--- config.mk ---
export PLATFORM = sky130hd
export DESIGN_NAME = btmx_ctrl
export DESIGN_NICKNAME = d
export VERILOG_FILES = /design/src/rtl/btmx_pkg.sv /design/src/rtl/btmx_ctrl.sv
export SDC_FILE = /design/constraint.sdc
export NUM_CORES = 1
export LEC_CHECK = 0
export ABC_CLOCK_PERIOD_IN_PS = 1500
export BUFFER_PORTS_ARGS = -buffer_cell sky130_fd_sc_hd__buf_2
export CAP_MARGIN = 10
export CELL_PAD_IN_SITES_DETAIL_PLACEMENT = 0
export CELL_PAD_IN_SITES_GLOBAL_PLACEMENT = 1
export CORE_AREA = 2 2 39 41
export CTS_CLUSTER_DIAMETER = 30
export CTS_CLUSTER_SIZE = 24
export DETAILED_ROUTE_END_ITERATION = 10
export DIE_AREA = 0 0 41 43
export PLACE_DENSITY_LB_ADDON = 0.25
export SYNTH_ARGS = -nofsm -noshare
export SYNTH_HDL_FRONTEND = slang
export SYNTH_SLANG_ARGS = --single-unit
--- constraint.sdc ---
create_clock -name i_clk -period 1.5 [get_ports i_clk]
set_clock_uncertainty 0.05 [all_clocks]
set_input_delay 0.225 -clock i_clk [delete_from_list [all_inputs] [get_ports i_clk]]
set_output_delay 0.225 -clock i_clk [all_outputs]
set_load 0.005 [all_outputs]
--- src/rtl/btmx_pkg.sv ---
// shared constants, codes and types of the binary trie minimum-xor block
`default_nettype none
package btmx_pkg;

    localparam int KEY_W      = 31;
    localparam int KEY_BITS   = 31;
    localparam int NODE_COUNT = 4096;
    localparam int NODE_W     = $clog2(NODE_COUNT);
    localparam int LINK_W     = 2 * NODE_W;
    localparam int BIT_W      = $clog2(KEY_BITS);
    localparam int COUNT_W    = 13;
    localparam int OP_W       = 2;
    localparam int STATUS_W   = 2;

    localparam logic [COUNT_W-1:0] COUNT_MAX = {COUNT_W{1'b1}};

    // opcodes of an input beat
    typedef enum logic [OP_W-1:0] {
        OP_CLEAR  = 2'd0,
        OP_INSERT = 2'd1,
        OP_QUERY  = 2'd2,
        OP_NONE   = 2'd3
    } t_op;

    // result status codes
    localparam logic [STATUS_W-1:0] STAT_OK    = 2'd0;
    localparam logic [STATUS_W-1:0] STAT_EMPTY = 2'd1;
    localparam logic [STATUS_W-1:0] STAT_FULL  = 2'd2;

    // controller states
    typedef enum logic [2:0] {
        ST_IDLE,
        ST_WALK,
        ST_LINK,
        ST_ALLOC,
        ST_RESP
    } t_state;

    // commands from controller to datapath
    typedef struct packed {
        logic load;
        logic walk;
        logic link;
        logic alloc;
        logic emit;
    } t_cmd;

    // status from datapath to controller
    typedef struct packed {
        logic go_walk;
        logic diverge;
        logic fits;
        logic walk_done;
        logic last_bit;
    } t_stat;

endpackage
`default_nettype wire

--- src/rtl/btmx_ctrl.sv ---
// controller state machine sequencing walk, link and node allocation
`default_nettype none
module btmx_ctrl (
    input  wire logic            i_clk,
    input  wire logic            i_rst_n,
    input  wire logic            i_in_valid,
    input  wire logic            i_out_free,
    input  wire btmx_pkg::t_stat i_stat,
    output btmx_pkg::t_cmd       o_cmd,
    output logic                 o_in_ready
);

    btmx_pkg::t_state r_state;
    btmx_pkg::t_state n_state;

    // state register
    always_ff @(posedge i_clk) begin
        if (!i_rst_n) begin
            r_state <= btmx_pkg::ST_IDLE;
        end else begin
            r_state <= n_state;
        end
    end

    // next state
    always_comb begin
        n_state = r_state;
        case (r_state)
            btmx_pkg::ST_IDLE: begin
                if (i_in_valid) begin
                    n_state = i_stat.go_walk ? btmx_pkg::ST_WALK : btmx_pkg::ST_RESP;
                end
            end
            btmx_pkg::ST_WALK: begin
                if (i_stat.diverge) begin
                    n_state = i_stat.fits ? btmx_pkg::ST_LINK : btmx_pkg::ST_RESP;
                end else if (i_stat.walk_done) begin
                    n_state = btmx_pkg::ST_RESP;
                end
            end
            btmx_pkg::ST_LINK: begin
                n_state = btmx_pkg::ST_ALLOC;
            end
            btmx_pkg::ST_ALLOC: begin
                if (i_stat.last_bit) begin
                    n_state = btmx_pkg::ST_RESP;
                end
            end
            btmx_pkg::ST_RESP: begin
                if (i_out_free) begin
                    n_state = btmx_pkg::ST_IDLE;
                end
            end
            default: begin
                n_state = btmx_pkg::ST_IDLE;
            end
        endcase
    end

    // command outputs
    always_comb begin
        o_cmd      = '0;
        o_in_ready = 1'b0;
        case (r_state)
            btmx_pkg::ST_IDLE: begin
                o_in_ready = 1'b1;
                o_cmd.load = i_in_valid;
            end
            btmx_pkg::ST_WALK: begin
                o_cmd.walk = 1'b1;
            end
            btmx_pkg::ST_LINK: begin
                o_cmd.link = 1'b1;
            end
            btmx_pkg::ST_ALLOC: begin
                o_cmd.alloc = 1'b1;
            end
            btmx_pkg::ST_RESP: begin
                o_cmd.emit = i_out_free;
            end
            default: begin
                o_cmd = '0;
            end
        endcase
    end

endmodule
`default_nettype wire

; Word-level counts from Yosys, hierarchy flattened
; Index checks and enable logic that the tools add are counted.
[word_totals]
register_bits = 3
in_bits = 9
out_inout_bits = 6
word_cells = 25
[op_classes]
n_eq_ne = 8
n_mux = 14
n_reduce_logical = 2
[op_table]
columns = op, n
row1 = 2-to-1 mux 3 bit, 7
row2 = case mux 3 bit (5 select lines), 1
row3 = == test 3 x 2 -> 1 bit (second input constant), 2
row4 = 2-to-1 mux 1 bit, 6
row5 = != test 2 bit (second input constant), 3
row6 = AND reduction 4 bit, 1
row7 = == test 3 x 1 -> 1 bit (second input constant), 1
row8 = == test 3 bit (second input constant), 1
row9 = zero test 3 bit, 1
row10 = != test 3 bit (second input constant), 1

; Depth between registers and ports, before layout
; Gate-level depths: netlist of run 1.
[logic_depth]
word_depth = 3
depth_mapped = 4
ltp_nobuf = 3

; Worst setup path before layout of run 1
; No wires, ideal clock.
[synth_path]
path_kind = reg-to-output
start = register r_state[0]
end = output o_cmd[4] in the netlist's numbering
arrival_ps = 842
path_slack_ps = 383
path_stages_with_launch = 4
n_path_buf = 1
cell_sequence = dfxtp_1 > buf_2 > nor3_1 > and2_1
[synth_lines]
columns = element, line
row1 = start: declaration, btmx_ctrl.sv:13  ; btmx_pkg::t_state r_state;
row2 = start signal: assignment, btmx_ctrl.sv:19  ; r_state <= btmx_pkg::ST_IDLE;
row3 = start signal: assignment, btmx_ctrl.sv:21  ; r_state <= n_state;
row4 = end: declaration, btmx_ctrl.sv:9  ; output btmx_pkg::t_cmd o_cmd,

==> summary.md, run 1 <==
The tightest min-delay check is of the primary input to register type. Summed over all instances, the cell type with the most area after synthesis is dfxtp_1. After the last flow step, the layout net total stands at 59.

DRC violations left: 0. The run gives 169 as the number of fill cells in the layout. The share of the cycle needed by the critical path after routing is 93.4%, and the remaining max-slew budget at the tightest pin is 84.9%.

The mean post-synth cell area was 7.51 µm²; the power density of the placed cells was 1040 nW/µm². Summing every instance area after synthesis gives 240 µm². For the final hold violation count, the log shows 0.

Along the worst path, the maximum fanout reaches 7. The worst setup path is launched from a register. IR analysis of the VDD net gives a maximum drop of 0.000380 V. The sequential share of power is 31.2%, and the remaining global-route overflow is 0.

The die covers 1760 µm². For the number of nets in the synthesized netlist, the log shows 41. For this design the top-level I/O count stands at 15. The tools report the proportion of power drawn by the clock network as 37.3%. The tools report the number of search-and-repair iterations in the first detailed-routing pass as 4. For the pin with the worst max-slew slack, the measured transition is 0.224 ns. The area of placed instances is 328 µm², and the switching power as a share of total power is 31.4%. The startpoint identified for the worst register-to-register timing path is r_state[1].

For the final-layout worst hold slack, the log shows 0.164 ns. The largest registers in the layout are r_state: 3 flops. The count of final max-slew check failures was 0; the post-layout minimum cycle time was 1.40 ns. Cells with a size suffix above 1 make up 51.0% of the layout. After detailed routing, the average wire length per cell comes to 9.71 µm. After routing the design area is 362 µm².

The detailed router placed 296 vias in this run. The layer with the highest usage after global routing is met2. The tree built by TritonCTS fans out to 3 sinks. The commonest cells after synthesis are nor3_1, nor2_1, dfxtp_1, nand2b_1, buf_2. Global routing consumed, over all layers together, 8.53% of the routing resources. For the final routed database, the setup TNS stands at 0 ns.

Number of enable flip-flop cells after synthesis: 0. In the global route stage, met2 resource usage came out at 11.3%. For the core box area, the log shows 1380 µm². Clock tree synthesis selected as its root buffer the cell clkbuf_4.

The worst hold path passes through 2 cells. The number of nets with antenna violations after routing was 0. Global routing consumed, on the met3 layer, 3.14% of the routing resources. The combinational cell fraction of total power came out at 31.5%. The later pin in the worst-skew pair is clocked with a latency of 0.23 ns.

Once placement completed, the tool counted placed cells totaling 61. Global routing consumed, on the met1 layer, 9.94% of the routing resources. The run finished with clean final reports. Measured along the y axis, the die boundary spans 43 µm.

Relative to the synthesized area, the layout overhead comes to 50.5%. Routability-driven placement finished with a final weighted congestion of 0.707. The path with the worst hold slack has its endpoint at r_state[1]. The tools report the via count of the first global-routing pass as 259. In this run, the number of DRC markers left after iteration 0 of detailed routing was 3. The run gives 20 as the count of unique library cells instantiated by Yosys. STA classifies the critical path endpoint as an output pin. TritonCTS built the clock tree. Summed over all cells, the static leakage comes to 0.170 nW.

The tools report the total internal power as 258 µW. Sequential elements use 25.0% of the synthesized area. The logs give 1.13 ns for the data arrival time at the worst-slack endpoint and 3 for the number of buffers created by CTS.

The run gives 32 as the gate count of the mapped netlist. For the worst setup path, the data required time is 1.22 ns. The register with the most flip-flops in the layout has 3 of them. The most common cell in the synthesized netlist is nor3_1. Setup repair after global routing left no endpoint under its margin. Counting flops and latches in the post-synthesis netlist gives 3. The number of warnings issued by yosys was 0.

For this block, the routed nets add up to 631 µm of wire. The number of buffer cells added on primary ports works out to 14. r_state holds more flip-flops than any other register. The vias per cell is 4.55, and the register clock-pin slew on the reported worst setup and hold paths is 0.04 ns.

Type of the worst setup path: register to output pin. The run gives 2 as the number of buffers between clock root and the deepest sink. The tool flagged a number of max-cap violations equal to 0. The proportion of register bits with asynchronous set or reset after synthesis was 0%; the final cell count without fillers was 65.

End of the worst register-to-register path: r_state[0]. For the buffer count from post-CTS setup fixing, the log shows 0. The startpoint of the worst hold path is i_stat[0]. The count of antenna diodes in the layout was 0; the starting utilization of the core area was 17.4%.

Detailed placement ended at an HPWL of 528 µm. Depth of the worst register-to-register path: 3. For the H-tree depth, the log shows 1. The initial antenna violation count is 0, and the width of the die is 41 µm.

For this run, the leading register cell type out of synthesis is dfxtp_1. Tracing the worst setup path back leads to its startpoint at r_state[1]. Setup violations remaining at the end of the flow were counted as 0. In this run the core area contains 14 standard-cell rows. In this run the biggest area consumer among cell types represents 25.0% of the synthesized area. In this run the power spent charging and discharging nets is 118 µW. Timing would allow up to 0.714 GHz. The wire length of the first global-routing pass came out at 972 µm. The largest net degree at the start of global routing came out at 11. The worst register-to-register path has a setup slack of 0.30 ns. By area the synthesized netlist is led by dfxtp_1, nor3_1, nand2b_1.
## stage by stage
stage / total power, mW / setup WS, ns / util (%)
floorplan: 0.184 / 0.383 / -
global placement: 0.234 / 0.331 / 23.7
detailed placement: 0.232 / 0.317 / 23.7
CTS: 0.376 / 0.0953 / 25.6
global route: 0.419 / 0.000152 / 26.1
finish: 0.376 / 0.0995 / 26.1
## how the worst max path moves through the flow
| stage | end | slack [ns] |
|---|---|---|
| 2_1_floorplan | o_cmd[4] | 0.38 |
| 3_3_place_gp | o_cmd[0] | 0.33 |
| 3_5_place_dp | r_state[0] | 0.32 |
| 4_1_cts | o_cmd[1] | 0.1 |
| 5_1_grt | o_cmd[2] | 0.0002 |
| 6_report | o_cmd[2] | 0.1 |
## cell type report
class                      instances  area (µm²)  area share (%)
tap                               16        20.0            5.54
clock buffer                       4        26.3            7.27
timing repair buffer              15        77.6            21.5
multi-input combinational         26         171            47.4
inverter                           1        3.75            1.04
sequential                         3        62.6            17.3
## per-layer routing
layer | routed length (µm) | part of all wire [%]
met3 | 58 | 9.2
met4 | 12 | 1.9
met5 | 0 | 0
met1 | 289 | 46
met2 | 270 | 43
## cell usage in the layout, fill, tap and decap left out, drive strengths merged, types with 2 or more instances in the layout
| cell | n |
|---|---|
| buf | 15 |
| nor2 | 4 |
| nand2b | 3 |
| clkbuf | 4 |
| dfxtp | 3 |
| nor3 | 5 |
| a21oi | 2 |
## critical path, stage by stage (launching register included)
cell,delay (ns)
dfxtp_1,0.42
buf_4,0.19
inv_2,0.04
nor3_1,0.12
buf_2,0.13
## cells by family after synthesis
group / synth area share (%)
and+or+nand+nor: 44.3
DFF: 25.0
AOI/OAI and AO/OA: 25.0
buffers and inverters: 5.73
## what timing repair did
| action | 4_1_cts | 5_1_grt |
|---|---|---|
| hold buffers | 0 | 0 |
| endpoints found under the setup margin | 0 | 2 |
| resized for setup | 0 | 3 |
## power by group through the flow
stage / clock network, mW / registers (mW) / logic (mW)
CTS: 0.145 / 0.113 / 0.118
floorplan: 0 / 0.101 / 0.0830
global route: 0.163 / 0.121 / 0.135
detailed placement: 0 / 0.115 / 0.117
global placement: 0 / 0.115 / 0.119
finish: 0.140 / 0.117 / 0.119
Note: power is estimated with default switching activity, not from simulation.
==> run 2, diff against run 1 <==
--- a/config.mk
+++ b/config.mk
@@ -5,6 +5,7 @@
 export SDC_FILE = /design/constraint.sdc
 export NUM_CORES = 1
 export LEC_CHECK = 0
+export ABC_AREA = 1
 export ABC_CLOCK_PERIOD_IN_PS = 1500
 export BUFFER_PORTS_ARGS = -buffer_cell sky130_fd_sc_hd__buf_2
 export CAP_MARGIN = 10
@@ -16,6 +17,8 @@
 export DETAILED_ROUTE_END_ITERATION = 10
 export DIE_AREA = 0 0 41 43
 export PLACE_DENSITY_LB_ADDON = 0.25
+export RECOVER_POWER = 100
+export SKIP_LAST_GASP = 1
 export SYNTH_ARGS = -nofsm -noshare
 export SYNTH_HDL_FRONTEND = slang
 export SYNTH_SLANG_ARGS = --single-unit
==> summary.md, run 2 <==
The number of search-and-repair iterations in the first detailed-routing pass came out at 3 (-1). The DRC violations left is 0 (unchanged). The wire length of the first global-routing pass is 1130 µm (+16%), and the number of enable flip-flop cells after synthesis is 0 (unchanged). The path class of the tightest hold or removal check is primary input to register. The logs give 3 (unchanged) for the number of sinks driven by the clock tree and 1760 µm² (unchanged) for the overall die area.

The summed negative setup slack over all endpoints came out at 0 ns (unchanged). The run gives 0 (unchanged) as the number of nets with antenna violations after routing. The largest stage delay on the critical path was 0.36 ns (-0.06 ns); the number of buffer cells added on primary ports was 14 (unchanged).

The run gives 2 (unchanged) as the number of buffers between clock root and the deepest sink. Netlist area before placement: 264 µm² (+9.9%). Width of the die: 41 µm (unchanged). The share of the cycle needed by the critical path after routing is 92.1% (-1.2 points), and the number of vias after detailed routing is 323 (+9.1%).

The run gives 0.688 (-2.7%) as the global placement routability congestion. The run gives 19.1% (+1.7 points) as the starting utilization of the core area. The number of fill cells in the layout is 175 (+3.6%), and the sequential share of the synthesized area is 22.7% (-2.3 points). The slowest stage of the critical path is the dfxtp_1 cell. Multi-input combinational cell area: 163 µm² (-5.1%).

The total wire length after detailed routing came out at 647 µm (+2.5%). The latest clock arrival within the worst-skew pair was 0.24 ns (about the same). The via count of the first global-routing pass was 299 (+15%).

STA classifies the critical path endpoint as an output pin. The maximum clock rate was 0.724 GHz (+1.3%). The tools report the final hold violation count as 0 (unchanged).

The largest registers in the layout are r_state: 3 flops. The count of buffer and inverter cells on the critical path works out to 1 (-2). The tools report the cell at the root of the clock tree as clkbuf_4.

Of all cell types, the one taking the most synthesized area is dfxtp_1. The half-perimeter wire length after placement is 538 µm (+2.0%), and the share of final-layout standard cells stronger than drive strength 1 is 37.5% (-14 points). The run gives 76 (+25%) as the cell count after placement. The flip-flop count of the largest register, all copies and words added was 3 (unchanged).

Power density of the placed cells: 1460 nW/µm² (+41%). The register clock-pin slew on the reported worst setup and hold paths came out at 0.04 ns (about the same). The element type at the critical path start is a register. The overall die height is 43 µm (unchanged), and the post-cts gate resize count is 0 (unchanged). Ranked by total cell area, the synthesized netlist is headed by dfxtp_1, inv_1, nand2_1. The per-cell routed wire length works out to 8.09 µm (-17%).

Number of buffers inserted by hold repair at cts: 0 (unchanged). The count of final max-slew check failures came out at 0 (unchanged). The logs give 9.83% (+1.3 points) for the aggregate global-route resource usage and 0.234 nW (+37%) for the static leakage. The tools report the H-tree depth as 1 (unchanged). The remaining global-route overflow came out at 0 (unchanged). The area of placed instances was 354 µm² (+8.0%); the number of synthesized register bits was 3 (unchanged). The setup slack of the most critical reg-to-reg path is 0.36 ns (+0.06 ns), and the fraction of the mapped netlist area in adder cells is 0% (unchanged). The first-iteration detailed-routing DRC count is 6 (+3). The signal on the critical path passes through nor2_2 > nand2_1 > nor2_1 > buf_2.

The gate count of the mapped netlist was 46 (+44%). The area overhead of the layout relative to synthesis works out to 43.1%. The max-cap check violation count came out at 0 (unchanged). For the number of warnings issued by yosys, the log shows 0 (unchanged). Data arrival time at the worst-slack endpoint: 1.11 ns (-0.02 ns). The run finished with clean final reports. The mux share of post-synthesis cell area is 0% (unchanged), and the initial antenna violation count is 0 (unchanged). The area of all placed cells without fillers is 378 µm² (+4.5%), and the count of unique library cells instantiated by Yosys is 13 (-35%). The final-layout worst hold slack is 0.189 ns (+0.0247 ns), and the proportion of register bits with asynchronous set or reset after synthesis is 0% (unchanged). The count of antenna diodes in the layout came out at 0 (unchanged). Transition time at the pin with the least slew margin: 0.228 ns (+0.00401 ns).

For the remaining max-slew budget at the tightest pin, the log shows 84.8% (-0.17 points). r_state holds more flip-flops than any other register. In the layout the commonest cells are buf_2, inv_1, nand2_1. The data required time at the worst endpoint was 1.22 ns (about the same); the number of nets at the end of the flow was 74 (+25%).

The row count came out at 14 (unchanged). The peak fanout along the critical path was 6 (-1). Setup repair after global routing could not meet its margin everywhere. The vias per cell is 4.04 (-11%), and the post-layout minimum cycle time is 1.38 ns (-0.0186 ns).

The commonest cells after synthesis are inv_1, nand2_1, nor2_1, nand2_2, o21ai_0. The final cell count without fillers is 80 (+23%). For the buffer count from post-CTS setup fixing, the log shows 0 (unchanged).

Most common cell after layout, fill and taps aside: buf_2. The share of the synthesized area in compound gates (AO/OA/AOI/OAI) was 9.48% (-16 points); the core box area was 1380 µm² (unchanged). The tools report the number of nets in the synthesized netlist as 55 (+34%). The critical path in this run is classified as register to output pin.

The number of buffers created by CTS was 3 (unchanged); the mean post-synth cell area was 5.74 µm² (-24%). The run gives 7 (-4) as the largest net degree at the start of global routing. For the maximum vdd ir drop, the log shows 0.000308 V (-19%). By area, the combinational part of the netlist is dominated by simple AND/OR/NAND/NOR gates.

The area taken by flip-flops and latches is 60.1 µm² (-4.0%). The top cell type's share of synthesized area was 22.7% (-2.3 points); the number of setup violations in the final report was 0 (unchanged). The top-level port count was 15 (unchanged).

The simple logic cell fraction of the synthesized area was 52.1% (+7.9 points). The most instantiated flip-flop cell in the synthesis netlist was dfxtp_1. TritonCTS built the clock tree. The kind of cell with the highest combined delay along the critical path is simple AND/OR/NAND/NOR gates. Among all cell types in the netlist, the one instantiated most often is inv_1. The post-synthesis share of cell area spent on xor and xnor gates works out to 0% (unchanged).
## run 2: changes by cell type after synthesis, moves of 2 or more
| cell | before | now |
|---|---|---|
| o21ai_0 | 0 | 4 |
| nand2_1 | 1 | 8 |
| nor3_1 | 5 | 0 |
| nand2b_1 | 3 | 0 |
| inv_1 | 0 | 10 |
| buf_2 | 2 | 0 |
| nor2_2 | 0 | 2 |
| nand2_2 | 0 | 4 |
| nor2_1 | 4 | 7 |
| nand3_1 | 1 | 3 |
## run 2: kinds of logic after synthesis
kind of cell	Yosys count
AOI/OAI and AO/OA	5
buffers and inverters	11
DFF	3
and+or+nand+nor	27
## run 2: area by class of cell
| cell class | instances | area share, % |
|---|---|---|
| Clock buffer | 4 | 6.95 |
| Tap cell | 16 | 5.30 |
| Sequential cell | 3 | 15.9 |
| Multi-Input combinational cell | 32 | 43.0 |
| Timing Repair Buffer | 14 | 17.9 |
| Inverter | 11 | 10.9 |
## run 2: metrics by stage
stage	worst slack [ns]	total power, mW	util, %
detailed placement	0.351	0.417	25.6
global route	-0.00405	0.622	27.3
global placement	0.351	0.418	25.6
CTS	0.0991	0.567	27.5
finish	0.118	0.553	27.3
floorplan	0.477	0.330	-
## run 2: worst reg2reg max path, cell delays in order (launching register included)
cell     delay [ns]
dfxtp_1        0.41
inv_1          0.14
nand3_2        0.11
nand2_2        0.06
nor2_4         0.12
nand2_2        0.05
nand2_1        0.05
nor2_1         0.03
## run 2: metal layers
metal  track usage, %  wire, µm
met2             14.7       309
met5                0         0
met4             8.00        15
met3             3.14        30
met1             10.6       291
## run 2: path summary, 6_finish.rpt
kind	start	cells past startpoint	endpoint
hold / removal	i_rst_n	3	r_state[1]
hold reg to reg	r_state[2]	2	r_state[2]
setup reg to reg	r_state[1]	7	r_state[2]
setup / recovery	r_state[2]	4	o_cmd[4]
## run 2: power by group
part           leakage [nW]  total, mW  internal [mW]  switching (mW)
Sequential           0.0247      0.137          0.103          0.0335
Clock                0.0150      0.147          0.100          0.0474
Combinational         0.194      0.269          0.111           0.158
Total                 0.234      0.553          0.314           0.239
==> run 3, diff against run 2 <==
--- a/config.mk
+++ b/config.mk
@@ -5,7 +5,6 @@
 export SDC_FILE = /design/constraint.sdc
 export NUM_CORES = 1
 export LEC_CHECK = 0
-export ABC_AREA = 1
 export ABC_CLOCK_PERIOD_IN_PS = 1500
 export BUFFER_PORTS_ARGS = -buffer_cell sky130_fd_sc_hd__buf_2
 export CAP_MARGIN = 10
==> summary.md, run 3 (synthesized netlist as in run 1, its figures left out) <==
The run gives 0 (unchanged) as the number of setup violations in the final report. The largest individual stage delay along the critical path comes from the cell dfxtp_1. The first-iteration detailed-routing DRC count is 3 (-3).

Setup repair after global routing could not meet its margin everywhere. The max-cap check violation count came out at 0 (unchanged). Clock tree synthesis selected as its root buffer the cell clkbuf_4. The static leakage was 0.170 nW (-27%); the share of final-layout standard cells stronger than drive strength 1 was 49.0% (+11 points). The largest net degree at the start of global routing is 11 (+4). More flip-flops sit in one register than any other, and that register is r_state. Per-cell routed wire length: 9.71 µm (+20%). The maximum vdd ir drop was 0.000380 V (+23%).

The share of the cycle needed by the critical path after routing came out at 93.6% (+1.5 points). In this run the worst hold path is classified as primary input to register. The largest stage delay on the critical path came out at 0.51 ns (+0.15 ns). The tools report the number of buffers between clock root and the deepest sink as 2 (unchanged). In the layout the commonest cells are buf_2, nor2_1, nor3_1. The logs give 3 (unchanged) for the number of sinks driven by the clock tree and 0 (unchanged) for the count of final max-slew check failures.

The startpoint of the lowest-slack register-to-register path was r_state[1]. The final standard cell utilization of the core is 26.0% (-1.3 points), and the number of search-and-repair iterations in the first detailed-routing pass is 4 (+1). The number of buffers inserted by hold repair at cts was 0 (unchanged).

The logs give 17.4% (-1.7 points) for the starting utilization of the core area and 59 (-20%) for the number of nets at the end of the flow. The post-layout minimum cycle time works out to 1.40 ns (+0.0220 ns). The transition time at the pin with the least slew margin was 0.340 ns (+0.112 ns). The core box area was 1380 µm² (unchanged). The worst hold path begins at i_stat[0].

Number of buffers created by CTS: 3 (unchanged). The endpoint identified for the worst register-to-register timing path is r_state[0]. Type of the worst setup path: register to output pin. For the worst slack after detailed placement, the log shows 0.317 ns (-0.0341 ns).

The count of antenna diodes in the layout was 0 (unchanged). The DRC violations left was 0 (unchanged). The run gives 8.53% (-1.3 points) as the aggregate global-route resource usage. For the row count, the log shows 14 (unchanged). The global placement routability congestion was 0.707 (+2.8%); the number of cells on the critical path was 3 (-1). The overall die height works out to 43 µm (unchanged).

Final hold violation count: 0 (unchanged). The run finished with clean final reports. The H-tree depth is 1 (unchanged).

The critical path goes through nand2b_1 > nor2_1 > buf_2. The data required time at the worst endpoint is 1.22 ns (about the same). For the data arrival time at the worst-slack endpoint, the log shows 1.13 ns (+0.02 ns). The source of the critical timing path is r_state[0]. Area of all placed cells without fillers: 360 µm² (-4.6%).

The sum of internal, switching and leakage power was 375 µW (-32%). Compared with the post-synthesis result, the final layout area differs by 50.0%. The setup slack of the most critical reg-to-reg path is 0.31 ns (-0.05 ns).

The overall die area is 1760 µm² (unchanged), and the vias per cell is 4.55 (+13%). The worst setup path endpoint was o_cmd[1]. The top-level port count was 15 (unchanged). STA classifies the critical path endpoint as an output pin. The largest registers in the layout are r_state: 3 flops. The half-perimeter wire length after placement was 528 µm (-1.9%). Total wire length after detailed routing: 631 µm (-2.5%).

The remaining max-slew budget at the tightest pin was 77.3% (-7.5 points). The register clock-pin slew on the reported worst setup and hold paths was 0.04 ns (about the same); the buffer count from post-CTS setup fixing was 0 (unchanged). Number of nets with antenna violations after routing: 0 (unchanged). The initial antenna violation count is 0 (unchanged), and the number of buffer cells added on primary ports is 14 (unchanged). The number of vias after detailed routing is 296 (-8.4%), and the via count of the first global-routing pass is 259 (-13%). The worst setup path is launched from a register. Leaving out fill and tap cells, the most frequent cell in the layout is buf_2.

Latest clock arrival within the worst-skew pair: 0.23 ns (about the same). Remaining global-route overflow: 0 (unchanged). The wire length of the first global-routing pass came out at 972 µm (-14%). The maximum clock rate came out at 0.712 GHz (-1.6%). TritonCTS built the clock tree. The power density of the placed cells came out at 1040 nW/µm² (-29%). Critical path's top delay family: flip-flops. The peak fanout along the critical path is 10 (+4), and the flip-flop count of the largest register, all copies and words added is 3 (unchanged). The minimum setup slack in the final design is 0.0960 ns (-0.0220 ns). The width of the die works out to 41 µm (unchanged). The count of buffer and inverter cells on the critical path is 1 (unchanged).

The depth of the worst register-to-register path was 3 (-4); the final cell count without fillers was 65 (-19%). For the area of placed instances, the log shows 328 µm² (-7.4%). The run gives 61 (-20%) as the cell count after placement.
[run 3: changes by cell type in the layout (fill, tap and decap cells not counted), moves of 3 or more]
| cell | before | now |
|---|---|---|
| nand2_1 | 8 | 1 |
| nor3_1 | 0 | 4 |
| nand2b_1 | 0 | 3 |
| nor2_1 | 7 | 4 |
| nand2_2 | 4 | 0 |
| inv_1 | 10 | 0 |
| o21ai_0 | 4 | 0 |
[run 3: where the power goes]
part           switching (mW)  leakage, nW  internal (mW)  total [mW]
combinational          0.0541        0.130         0.0644       0.119
sequential             0.0234       0.0249         0.0929       0.116
clock                  0.0406       0.0150         0.0996       0.140
total                   0.118        0.170          0.257       0.375
[run 3: per-layer routing]
metal | global-route usage [%] | part of all wire, % | vias to the layer above
met2 | 11.3 | 43 | 16
li1 | - | - | 151
met1 | 9.94 | 46 | 127
met4 | 8.00 | 1.9 | 0
met5 | 0 | 0 | -
met3 | 3.14 | 9.2 | 2
[run 3: worst min-delay path by stage]
| stage | endpoint | slack (ns) | cells past startpoint |
|---|---|---|---|
| after floorplan | r_state[1] | 0.29 | 1 |
| final | r_state[1] | 0.16 | 2 |
| after global placement | r_state[1] | 0.41 | 2 |
| after detailed placement | r_state[1] | 0.40 | 2 |
| after global routing | r_state[1] | 0.16 | 2 |
| after CTS | r_state[1] | 0.16 | 2 |
[run 3: layout make-up]
cell class	instances	area [µm²]
Sequential cell	3	61.3
Inverter	1	3.75
Clock buffer	4	26.3
Fill cell	170	1020
Timing Repair Buffer	15	77.6
Tap cell	16	20.0
Multi-Input combinational cell	26	171
[run 3: timing repair]
action | 4_1_cts | 5_1_grt
setup endpoints to repair | 0 | 2
resized for setup | 0 | 2
endpoints found under the hold margin | 0 | 0
[run 3: stage by stage]
| stage | setup TNS, ns | hold slack [ns] |
|---|---|---|
| 2_1_floorplan | 0 | 0.293 |
| 3_3_place_gp | 0 | 0.408 |
| 3_5_place_dp | 0 | 0.404 |
| 4_1_cts | 0 | 0.159 |
| 5_1_grt | -0.0341 | 0.157 |
| 6_report | 0 | 0.164 |
